<file path="config.mk">
export PLATFORM = sky130hd
export DESIGN_NAME = stdir_norm
export DESIGN_NICKNAME = d
export VERILOG_FILES = /design/src/design/stdir_pkg.sv /design/src/design/stdir_norm.sv
export SDC_FILE = /design/constraint.sdc
export NUM_CORES = 1
export LEC_CHECK = 0
export ABC_AREA = 0
export BUFFER_PORTS_ARGS = -buffer_cell sky130_fd_sc_hd__buf_2
export CAP_MARGIN = 20
export CORE_AREA = 2 2 119 121
export DETAILED_ROUTE_END_ITERATION = 8
export DIE_AREA = 0 0 121 123
export GPL_ROUTABILITY_DRIVEN = 0
export MAX_ROUTING_LAYER = met4
export PLACE_DENSITY = 0.46
export SYNTH_ARGS = -nofsm -noshare
export SYNTH_HDL_FRONTEND = slang
export SYNTH_SLANG_ARGS = --single-unit
</file>
<file path="constraint.sdc">
create_clock -name vclk -period 3.5
set_input_delay 0.175 -clock vclk [all_inputs]
set_output_delay 0.175 -clock vclk [all_outputs]
set_load 0.02 [all_outputs]
</file>
<file path="src/design/stdir_pkg.sv">
// ----------------------------------------------------------------------------
// stdir_pkg
// Shared types and constants of the slot table directory.
// ----------------------------------------------------------------------------
package stdir_pkg;

	localparam int TableDepth = 64;
	localparam int IdxW       = $clog2(TableDepth);
	localparam int SlotW      = 6;
	localparam int CountW     = 7;
	localparam int KeyBytes   = 19;

	typedef struct packed {
		logic [23:0] w2;
		logic [63:0] w1;
		logic [63:0] w0;
	} key_t;

	typedef struct packed {
		key_t surname;
		key_t name;
		key_t number;
	} entry_t;

	localparam int EntryW = $bits(entry_t);

	typedef enum logic [1:0] {
		REQ_ADD    = 2'd0,
		REQ_DELETE = 2'd1,
		REQ_SEARCH = 2'd2,
		REQ_LIST   = 2'd3
	} req_t;

	typedef enum logic [1:0] {
		ST_OK        = 2'd0,
		ST_FULL      = 2'd1,
		ST_EMPTY     = 2'd2,
		ST_NOT_FOUND = 2'd3
	} status_t;

endpackage

</file>
<file path="src/design/stdir_norm.sv">
// ----------------------------------------------------------------------------
// stdir_norm
// Key normalizer: clears every byte after the first zero byte of a key.
// ----------------------------------------------------------------------------
module stdir_norm (
	input  stdir_pkg::key_t raw,
	output stdir_pkg::key_t key
);

	logic [stdir_pkg::KeyBytes*8-1:0] flat_in;
	logic [stdir_pkg::KeyBytes*8-1:0] flat_out;

	assign flat_in = raw;

	always_comb begin
		logic alive;
		alive    = 1'b1;
		flat_out = '0;
		for (int k = 0; k < stdir_pkg::KeyBytes; k++) begin
			if (flat_in[8*k +: 8] == 8'd0) begin
				alive = 1'b0;
			end
			if (alive) begin
				flat_out[8*k +: 8] = flat_in[8*k +: 8];
			end
		end
	end

	assign key = stdir_pkg::key_t'(flat_out);

endmodule
</file>
==> Word level (Yosys, flattened, before mapping) <==
Cells that the tools add are included.
{ "word_totals": {"wordCells": 57, "inputBits": 152, "out_inout_bits": 152, "register_bits": 0} }
{ "op_classes": {"n_mux": 38, "n_reduce_logical": 19} }
{ "op_table": {"columns": ["cell", "count"], "rows": [
  ["zero test 8 bit", 19],
  ["two-way mux 8 bit", 19],
  ["two-way mux 1 bit", 19]
]} }

==> Logic depth before layout (Yosys ltp) <==
{ "depth": {"depth_word": 21, "ltp_mapped": 7, "ltp_nobuf": 5} }

==> Least setup slack after synthesis <==
No wires, ideal clock.
{ "synth_path": {"path_kind": "input to output", "startpoint": "input raw[41] (netlist bit)", "endpoint": "output key[120] (netlist bit)", "cell_stages": 7, "n_path_buf": 2, "slack_ps": 1756, "arrival_ps": 1569, "t_required_ps": 3325, "cell_sequence": "nor4_1 nand2_1 nand3_1 or2_2 clkbuf_1 buf_2 nor3_1"} }
{ "synth_lines": {"columns": ["element", "line_no", "text"], "rows": [
  ["from (decl)", "stdir_norm.sv:6", "input stdir_pkg::key_t raw,"],
  ["to (decl)", "stdir_norm.sv:7", "output stdir_pkg::key_t key"]
]} }

==> impl_metrics.yaml <==
outcome:
  status: "finished, final reports clean"
placed_design:
  portBuffers: 304
  pre_cts_ws_ns: 0.997
  dp_hpwl_um: 8860
clock_network:
  postCtsSetupBuffers: 0
  ctsResizeCount: 0
  cts.hold.buffers_added: 0
synthesis:
  synth.distinct_cells: 24
  yosys_warnings: 0
  synth_common_cells: "80 x and2_1, 33 x nor4_1, 31 x nand2_1, 30 x nor3_2, 27 x nor3_1"
  synthCells: 300
  synth.top_cell.area_share_pct: 27.6
  synth_area_per_cell_sq_um: 6.05
  synth_top_area_cell: "and2_1"
  mappedNetlistNets: 452
  ys_seq_area_share_pct: 0
  synthMostInstantiatedCell: "and2_1"
  synth_area_leaders: "and2_1 28%, nor3_2 17%, nor4_1 11%, nor3_1 7.4%, nand2_1 6.4%"
  netlist_area_sq_um: 1810
floorplan:
  core.rowCount: 43
  start_util_pct: 13.3
  die_x_um: 121
  pin_count: 304
  dieHeight_um: 123
  coreArea_sq_um: 13600
  fp.dieArea_sq_um: 14900
cells_and_area:
  utilization_pct: 25.3
  clockBufferCount: 0
  seqCellArea_sq_um: 0
  multi_input_comb_area_sq_um: 1570
  seq_cells: 0
  num_antenna_cells: 0
  drive_gt1_share_pct: 60.1
  fillCellCount: 1579
  nets: 735
  area_delta_synth_final_pct: 90.1
power_and_ir_drop:
  p_int_w: 0.000199
  clockPowerShare_pct: 0
  p_switching_w: 0.000293
  leakage_nw: 1.97
  ir_drop_mv: 0.0573
  swShare_pct: 59.6
  power_density_nw_per_um2: 143
  seq_power_share_pct: 0
  power_frac_comb_pct: 100.0
sta:
  max_slew_margin_pct: 57.7
  final-hold-violation-count: 0
  period_needed_ns: 2.47
  whs_ns: 0.585
  finalSetupTns_ns: 0
  final.period_utilization_pct: 70.4
  worst_pin_slew_ns: 0.629
  max_freq_mhz: 406
  setup_violations: 0
  fin_ws_ns: 1.03
  rsz0062_at_grt: "no"
  report.final.slew_viol_count: 0
route:
  ant_nets: 0
  wl_per_cell_um: 13.0
  drt_pass1_iterations: 4
  vias: 3113
  drt-vias-per-instance: 4.09
  drt-initial-drc-count: 81
  drc_errors: 0
  finalWirelength_um: 9890
grt:
  antenna_found_initial: 0
  grt_pass1_wl_um: 14200
  grt.total_usage_pct: 11.9
  overflow: 0
  grt_max_degree: 25
  first_global_vias: 2837
run:
  cap_violations: 0
worst_hold_path:
  hp-class: "input port to output pin"
setup_path:
  crit_type: "input port to output pin"
  crit_fanout: 23
  arrival_ns: 2.29
  critPathCaptureType: "output pin"
  cp.required_ns: 3.32
  startpoint_type: "input port"
[cell usage in the layout (no fill, tap or decap)]
cell type / n
nor4_1: 32
nand3_4: 1
nor4_2: 1
nand2_1: 31
or2_2: 1
nor4_4: 1
and2_1: 80
buf_2: 305
and4b_1: 1
or4_1: 4
a21oi_1: 2
nand3b_2: 1
nor3_1: 27
nand4_2: 1
buf_4: 5
nor2_1: 3
inv_1: 24
nor3_2: 30
nor3b_1: 1
nand3_1: 18
or3_2: 1
and3_1: 9
nand2_2: 2
[power by group through the flow]
stage          registers (W)  logic, W  clock network, W
3_3_place_gp               0  0.000496                 0
5_1_grt                    0  0.000530                 0
4_1_cts                    0  0.000496                 0
3_5_place_dp               0  0.000494                 0
6_report                   0  0.000492                 0
2_1_floorplan              0  0.000273                 0
[layout make-up]
type / count / share of cell area, %
Inverter: 24 / 2.61
Multi-Input combinational cell: 247 / 45.5
Tap cell: 180 / 6.53
Timing Repair Buffer: 310 / 45.4
[per-stage QoR]
stage / cell area [sq um] / cells / power [W]
global placement: 3440 / 760 / 0.000496
detailed placement: 3450 / 761 / 0.000494
global route: 3450 / 761 / 0.000530
CTS: 3450 / 761 / 0.000496
floorplan: 1810 / 300 / 0.000273
finish: 3450 / 761 / 0.000492
[cell families (layout without fill, tap and decap cells)]
group | after synthesis | in the layout | synth area share, %
compound gates | 2 | 2 | 0.552
buf+inv | 53 | 334 | 13.9
simple gates | 245 | 245 | 85.5
[path summary, 6_finish.rpt]
| check | from | to | slack, ns | depth (start not counted) |
|---|---|---|---|---|
| max | raw[68] | key[107] | 1.03 | 8 |
| min | raw[2] | key[2] | 0.59 | 2 |
[metal layers]
layer  vias up  global-route usage (%)  part of all wire, %
li1       1592                       -                    -
met5         -                       -                    0
met1      1354                    15.5                   42
met4         0                   0.291                 0.29
met3         4                   0.969                  7.4
met2       163                    21.4                   50
[critical path, stage by stage]
cell	delay, ns
buf_2	0.10
nor4_1	0.46
nand2_1	0.24
nand2_1	0.23
or3_2	0.56
buf_4	0.28
nor3_2	0.06
buf_2	0.17
Note: power is estimated with default switching activity, not from simulation.
