--- src/design/stdir_ram.sv ---
// ----------------------------------------------------------------------------
// stdir_ram
// Generic RAM: one write port, one read port, registered read data.
// ----------------------------------------------------------------------------
module stdir_ram #(
	parameter int Width = 8,
	parameter int Depth = 16
) (
	input  logic                     clk,
	input  logic                     we,
	input  logic [$clog2(Depth)-1:0] waddr,
	input  logic [Width-1:0]         wdata,
	input  logic                     re,
	input  logic [$clog2(Depth)-1:0] raddr,
	output logic [Width-1:0]         rdata
);

	logic [Width-1:0] mem [Depth];

	always_ff @(posedge clk) begin
		if (we) begin
			mem[waddr] <= wdata;
		end
		if (re) begin
			rdata <= mem[raddr];
		end
	end

endmodule

--- config.mk ---
export PLATFORM = sky130hd
export DESIGN_NAME = stdir_ram
export DESIGN_NICKNAME = d
export VERILOG_FILES = /design/src/design/stdir_ram.sv
export SDC_FILE = /design/constraint.sdc
export NUM_CORES = 1
export LEC_CHECK = 0
export BUFFER_PORTS_ARGS = -buffer_cell sky130_fd_sc_hd__buf_2
export CORE_ASPECT_RATIO = 1.1
export CORE_MARGIN = 8
export CORE_UTILIZATION = 55
export CTS_BUF_LIST = sky130_fd_sc_hd__clkbuf_4 sky130_fd_sc_hd__clkbuf_8
export DETAILED_ROUTE_END_ITERATION = 10
export PLACE_DENSITY = 0.78
export SYNTH_ARGS = -nofsm -noshare
export SYNTH_HDL_FRONTEND = slang
export SYNTH_SLANG_ARGS = --single-unit
--- constraint.sdc ---
create_clock -name clk -period 1.4 [get_ports clk]
set_input_delay 0.07 -clock clk [delete_from_list [all_inputs] [get_ports clk]]
set_output_delay 0.07 -clock clk [all_outputs]
set_load 0.05 [all_outputs]
Word level (Yosys, flattened, before mapping)
Memory sizes are Yosys's and may differ from the RTL's. A register that Yosys moved wholly into a read port is not among the register bits.
Index checks and enable logic that the tools add are counted.

cells by class
  multiplexer cells = 2

operators with widths
  cell    count
  $mux 1  2

storage, ports and cells
  output and inout port bits = 8
  bits of input ports = 19
  logic and storage cells = 3
  bits in registers = 0
  bits in writable memories = 128
  memories kept = 1

memories
  memory  depth  bits a word  rd ports  clocked after memory_dff  write ports  line  text
  mem     16     8            1         1                         1            18    logic [Width-1:0] mem [Depth];

Longest topological paths before layout
Gate-level depths: netlist of run 1.

  word-level depth = 2
  mapped depth = 5
  depth with buffers taken out = 3

Least setup slack after synthesis of run 1
Ideal clock, no wire load.

  path type = input port to flip-flop
  from = input port waddr[2]
  to = memory mem[0][0] (enable)
  library setup time = 0.383 ns
  arrival time = 1.180 ns
  buffers on the path = 0
  path slack = -0.163 ns
  data required time = 1.017 ns
  stages on the path = 2
  cells stage by stage = or3b_2 -> nor3_1

RTL lines
  item         line  text
  from (decl)  11    input logic [$clog2(Depth)-1:0] waddr,
  to (decl)    18

Straight into the memory's write port.

==> results of run 1 <==
==> worst max path at each step <==
stage | from | to | slack, ns | depth (start not counted)
final | mem[11][7]$_DFFE_PP_ | rdata[7]$_DFFE_PP_ | -0.02 | 3
after global routing | mem[11][7]$_DFFE_PP_ | rdata[7]$_DFFE_PP_ | -0.09 | 3
after CTS | mem[11][7]$_DFFE_PP_ | rdata[7]$_DFFE_PP_ | -0.03 | 3
after detailed placement | raddr[0] | rdata[2]$_DFFE_PP_ | -0.26 | 6
after global placement | raddr[0] | rdata[2]$_DFFE_PP_ | -0.25 | 6
after floorplan | raddr[0] | rdata[1]$_DFFE_PP_ | 0.05 | 5
==> metal layers <==
| layer | global-route usage | up-vias | routed length (µm) | part of all wire |
|---|---|---|---|---|
| met3 | 0.04837 | 15 | 489 | 0.051 |
| met2 | 0.2365 | 77 | 4803 | 0.50 |
| met4 | 0.06512 | 0 | 174 | 0.018 |
| li1 | - | 1091 | - | - |
| met5 | 0 | - | 0 | 0 |
| met1 | 0.2089 | 1287 | 4109 | 0.43 |
==> placed cells by master (no fill, tap or decap), types with 5 or more instances in the layout <==
cell / instances
edfxtp_1: 136
a22oi_2: 10
buf_2: 26
nor2_1: 13
mux4_2: 27
buf_4: 22
clkbuf_8: 17
a22oi_1: 6
nand2_1: 9
mux4_1: 5
clkinv_2: 8
==> flip-flops by register name (all words and copies together), names as in the netlist <==
register  flops
mem         128
rdata         8
==> where the power goes <==
| group | internal [mW] | total (mW) | switching [mW] |
|---|---|---|---|
| Combinational | 0.208 | 0.527 | 0.318 |
| Sequential | 4.58 | 4.61 | 0.0246 |
| Clock | 1.57 | 2.93 | 1.36 |
| Total | 6.36 | 8.06 | 1.70 |
==> stage by stage <==
step	hold WS (ns)	total power [mW]	utilization	TNS [ns]
final	0.01808	8.063	0.6485	-0.03874
after CTS	0.004654	8.088	0.6493	-0.05962
after floorplan	0.1689	4.992	-	0
after global placement	0.4502	5.187	0.6070	-1.434
after global routing	0.01315	8.296	0.6485	-0.3744
after detailed placement	0.4493	5.202	0.6070	-1.461
==> cells by family (layout without fill, tap and decap cells) <==
logic type / after synthesis / count (layout) / share of synthesized area
buffers and inverters: 10 / 84 / 0.01651
AOI/OAI and AO/OA: 16 / 16 / 0.02298
and+or+nand+nor: 35 / 35 / 0.03136
DFF: 136 / 136 / 0.7812
muxes: 32 / 32 / 0.1479
==> layout make-up <==
class | count | area [µm²] | share of cell area
Sequential cell | 136 | 4084 | 0.6768
Multi-Input combinational cell | 83 | 1079 | 0.1787
Timing Repair Buffer | 52 | 365.4 | 0.06054
Clock buffer | 19 | 249.0 | 0.04126
Tap cell | 117 | 146.4 | 0.02426
Clock inverter | 13 | 111.4 | 0.01845
==> repair_timing <==
action | in CTS | in global routing
hold buffers | 1 | 0
setup endpoints to repair | 8 | 8
resized for setup | 10 | 9
endpoints found under the hold margin | 8 | 0
pin swaps | 6 | 6
==> flow_summary_export.csv, run 1 <==
group,metric,value,unit
setup_path,rrSetupSlack,-0.02,ns
yosys,synth_area_per_cell,22.83,µm²
sta,clock_skew,0.005747,ns
cells_and_area,antenna_cells,0,
setup_path,crit_buf_inv,0,
yosys,yosysMostFrequentCell,"edfxtp_1",
placement,io_buffers,26,
setup_path,r2r-start,"mem[11][7]$_DFFE_PP_",
route,drt-pass1-iter-count,4,
sta,max_freq,702.0,MHz
yosys,synth_async_sr_flop_share,0,
min_path,hold_depth,1,
sta,rsz0062_at_grt,"yes",
setup_path,crit_type,"flip-flop to flip-flop",
setup_path,crit_family,"multiplexers",
route,drtIter0Drc,222,
die,pin_count,27,
die,core.rowCount,37,
setup_path,slowest_delay,0.49,ns
yosys,yosys-top-cells-area,"edfxtp_1 78%, mux4_2 7.8%, mux4_1 7.0%, a22oi_1 2.3%, nor2_1 0.93%",
power_and_ir_drop,power.leakage,2.020,nW
yosys,ys_seq_area_frac,0.7812,
yosys,synthCells,229,
setup_path,critPathLaunchType,"flip-flop",
min_path,min_to,"mem[13][3]$_DFFE_PP_",
sta,fin_ws,-0.02447,ns
yosys,synth_edf_count,136,
clock_network,numClockSinks,136,
yosys,yosys-top-cells-count,"136 x edfxtp_1, 18 x mux4_2, 16 x a22oi_1",
setup_path,rr_worst_depth,3,
global_route,grt_remaining_overflow,0,
setup_path,r2r_end,"rdata[7]$_DFFE_PP_",
yosys,syn_area,5228,µm²
min_path,hp-start,"wdata[3]",
yosys,synth_top_area_share,0.7812,
run,drv_cap,0,
placement,routabilityCongestion,0.7521,
yosys,synth_ff_type,"edfxtp_1",
power_and_ir_drop,p_per_area,1336,nW/µm²
clock_network,numCtsBuffers,17,
yosys,yosysTopAreaCell,"edfxtp_1",
placement,pre_cts_ws,-0.2592,ns
cells_and_area,final_cell_area,6035,µm²
cells_and_area,final_layout_size_suffix_gt1_frac,0.3927,
clock_network,root_buffer,"clkbuf_8",
sta,hold_viol,0,
route,ant_nets,0,
cells_and_area,final_cells,420,
setup_path,slowest_stage,"mux4_2",
global_route,track_usage,0.1575,
run_status,status,"complete, but fails checks",
cells_and_area,area_growth,15.44,%
sta,fin_crit_sh,1.017,
global_route,first_global_vias,2545,
clock_network,clkLatencyLatePin,0.43,ns
sta,maxSlewHeadroom,0.3996,
global_route,antenna_found_initial,0,
die,die-width,109.0,µm
setup_path,path_cells,"mux4_2 > a22oi_2 > nand2_1",
route,vias,2470,
yosys,synth_cell_types,18,
clock_network,cts.clk_slew.worst_paths,0.07,ns
yosys,syn_nets,248,
cells_and_area,layout.nets,309,
global_route,grt_max_degree,22,
clock_network,clockBufferDepth,2,
sta,finalSetupViolCount,3,
placement,dpl.hpwl,6275,µm
placement,place_area,5648,µm²
run_status,violations,"negative setup slack",
route,drc,0,
placement,dp_cells,387,
route,viasPerCell,5.881,
die,start_util,0.5618,
route,wl,9576,µm
sta,fin_crit,1.424,ns
setup_path,crit_path_end_kind,"flip-flop",
die,coreArea,9305,µm²
min_path,worstHoldPathType,"input port to flip-flop",
die,die_area,12880,µm²
setup_path,cp_max_fo,1,
yosys,yosys_warnings,0,
sta,tightest_slew,0.8973,ns
die,die_h,118.3,µm
power_and_ir_drop,ir_drop,0.0006057,V
clock_network,cts_setup_buffers,0,
route,wl_per_cell,22.80,µm
clock_network,cts_htree_levels,4,
sta,slew_violations,0,
setup_path,arrival,1.61,ns
clock_network,cts_tree,"done",
cells_and_area,fill_cells,599,
yosys,ys_ff_latch,136,
global_route,grt_pass1_wl,14490,µm
setup_path,cp.required,1.58,ns
Note: power is estimated with default switching activity, not from simulation.
==> run 2, diff against run 1 <==
RECOVER_POWER = 100   (was not set)
==> flow_summary_export.csv, run 2 (synthesis gave the netlist of run 1 again) <==
group,metric,value,unit
run_status,status,"complete, but fails checks",
run_status,violations,"negative setup slack",
die,die-width,109.0,µm
die,pin_count,27,
clock_network,root_buffer,"clkbuf_8",
setup_path,critPathLaunchType,"flip-flop",
power_and_ir_drop,combPwrFrac,0.064,
setup_path,r2r-start,"mem[11][7]$_DFFE_PP_",
route,ant_nets,0,
min_path,hold_depth,1,
sta,clock_skew,0.008000,ns
cells_and_area,layout.cells.most_common_list,"136 x edfxtp_1, 28 x clkbuf_1, 27 x mux4_2, 17 x clkbuf_8, 13 x nor2_1",
cells_and_area,final_common_cell,"edfxtp_1",
route,viasPerCell,5.843,
sta,tns,-0.05559,ns
setup_path,crit_buf_inv,0,
cells_and_area,antenna_cells,0,
global_route,first_global_vias,2545,
power_and_ir_drop,p_seq_frac,0.575,
power_and_ir_drop,power_frac_clock,0.361,
clock_network,cts_htree_levels,4,
global_route,grt_max_degree,22,
setup_path,rrSetupSlack,-0.04,ns
die,die_h,118.3,µm
global_route,grt_pass1_wl,14490,µm
sta,tightest_slew,0.8809,ns
cells_and_area,layout.nets,309,
route,drtIter0Drc,212,
sta,maxSlewHeadroom,0.4106,
global_route,met2_usage,0.2365,
setup_path,crit_path_end_kind,"flip-flop",
setup_path,arrival,1.60,ns
setup_path,slowest_stage,"mux4_2",
cells_and_area,fill_cells,616,
die,start_util,0.5618,
clock_network,clkLatencyLatePin,0.42,ns
die,die_area,12880,µm²
die,core.rowCount,37,
min_path,hp-start,"wdata[3]",
sta,hold_viol,0,
min_path,min_to,"mem[15][3]$_DFFE_PP_",
global_route,grt_use_met3,0.04837,
placement,routabilityCongestion,0.7521,
power_and_ir_drop,p_per_area,1348,nW/µm²
setup_path,rr_worst_depth,3,
global_route,antenna_found_initial,0,
sta,fin_crit,1.436,ns
cells_and_area,reg_top3,"mem x128, rdata x8",
sta,slew_violations,0,
cells_and_area,largest_reg_flops,128,
setup_path,slowest_delay,0.49,ns
clock_network,cts.clk_slew.worst_paths,0.07,ns
clock_network,numCtsBuffers,17,
global_route,track_usage,0.1575,
power_and_ir_drop,p_switching,1.670,mW
die,coreArea,9305,µm²
setup_path,cp_max_fo,1,
cells_and_area,top_register,"mem",
sta,fin_ws,-0.03612,ns
route,wl_per_cell,22.63,µm
global_route,use_met1,0.2089,
sta,max_freq,696.3,MHz
sta,rsz0062_at_grt,"yes",
clock_network,numClockSinks,136,
global_route,top_usage_layer,"met2",
clock_network,cts_tree,"done",
route,vias,2454,
power_and_ir_drop,switching_share,0.2081,
min_path,worstHoldPathType,"input port to flip-flop",
power_and_ir_drop,ir_drop,0.0005814,V
route,wl,9505,µm
cells_and_area,final_layout_size_suffix_gt1_frac,0.2970,
clock_network,clockBufferDepth,2,
sta,fin_crit_sh,1.026,
placement,dp_cells,387,
setup_path,crit_family,"multiplexers",
sta,finalSetupViolCount,3,
cells_and_area,final_cells,420,
setup_path,cp.required,1.57,ns
setup_path,crit_type,"flip-flop to flip-flop",
cells_and_area,area_growth,13.91,%
route,drt-pass1-iter-count,4,
power_and_ir_drop,total_power,8.026,mW
setup_path,path_cells,"mux4_2 > a22oi_2 > nand2_1",
power_and_ir_drop,intPower,6.356,mW
setup_path,worst-path-stages,3,
run,drv_cap,0,
placement,dpl.hpwl,6275,µm
placement,io_buffers,26,
setup_path,r2r_end,"rdata[7]$_DFFE_PP_",
power_and_ir_drop,power.leakage,1.919,nW
cells_and_area,seq_area,4084,µm²
cells_and_area,multi_input_area,1074,µm²
global_route,grt_remaining_overflow,0,
route,drc,0,
==> run 2: cell types whose count changed in the layout (fill, tap and decap cells not counted), sizes merged <==
| cell | previous run | this run |
|---|---|---|
| buf | 51 | 15 |
| clkbuf | 19 | 55 |
==> run 2: through the flow <==
stage | utilization | hold WS (ns) | setup WS (ns) | instance area [µm²]
after floorplan | - | 0.1689 | 0.04759 | 5233
after global placement | 0.6070 | 0.4502 | -0.2538 | 5648
after detailed placement | 0.6070 | 0.4493 | -0.2592 | 5648
after CTS | 0.6493 | 0.004654 | -0.02921 | 6042
after global routing | 0.6399 | 0.1811 | -0.09262 | 5954
final | 0.6399 | 0.1487 | -0.03612 | 5954
==> run 2: power by group through the flow <==
stage	Combinational (mW)	Sequential (mW)	Clock (mW)
final	0.512	4.61	2.90
after global routing	0.552	4.62	3.12
after CTS	0.524	4.61	2.95
after detailed placement	0.505	4.70	0
after global placement	0.494	4.69	0
after floorplan	0.232	4.76	0
==> run 2: area by class of cell <==
type	instances	area share
clock buffers	19	0.04182
repair buffers	52	0.04875
flip-flops and latches	136	0.6859
multi-input cells	83	0.1803
clock inverters	13	0.01870
well taps	117	0.02458
==> run 2: worst max path at each step <==
| stage | from | endpoint | slack [ns] |
|---|---|---|---|
| floorplan | raddr[0] | rdata[1]$_DFFE_PP_ | 0.05 |
| global placement | raddr[0] | rdata[2]$_DFFE_PP_ | -0.25 |
| CTS | mem[11][7]$_DFFE_PP_ | rdata[7]$_DFFE_PP_ | -0.03 |
| detailed placement | raddr[0] | rdata[2]$_DFFE_PP_ | -0.26 |
| global route | mem[11][7]$_DFFE_PP_ | rdata[7]$_DFFE_PP_ | -0.09 |
| finish | mem[11][7]$_DFFE_PP_ | rdata[7]$_DFFE_PP_ | -0.04 |
==> run 2: repair_timing <==
action,in CTS,in global routing
gates resized for setup,10,9
hold endpoints to repair,8,0
setup buffers,0,0
hold buffers,1,0
setup endpoints to repair,8,8
gates cloned,0,0
pin swaps,6,6
==> run 2: metal layers <==
metal | part of all wire | up-vias
li1 | - | 1092
met4 | 0.0094 | 0
met1 | 0.41 | 1257
met5 | 0 | -
met2 | 0.51 | 99
met3 | 0.067 | 6
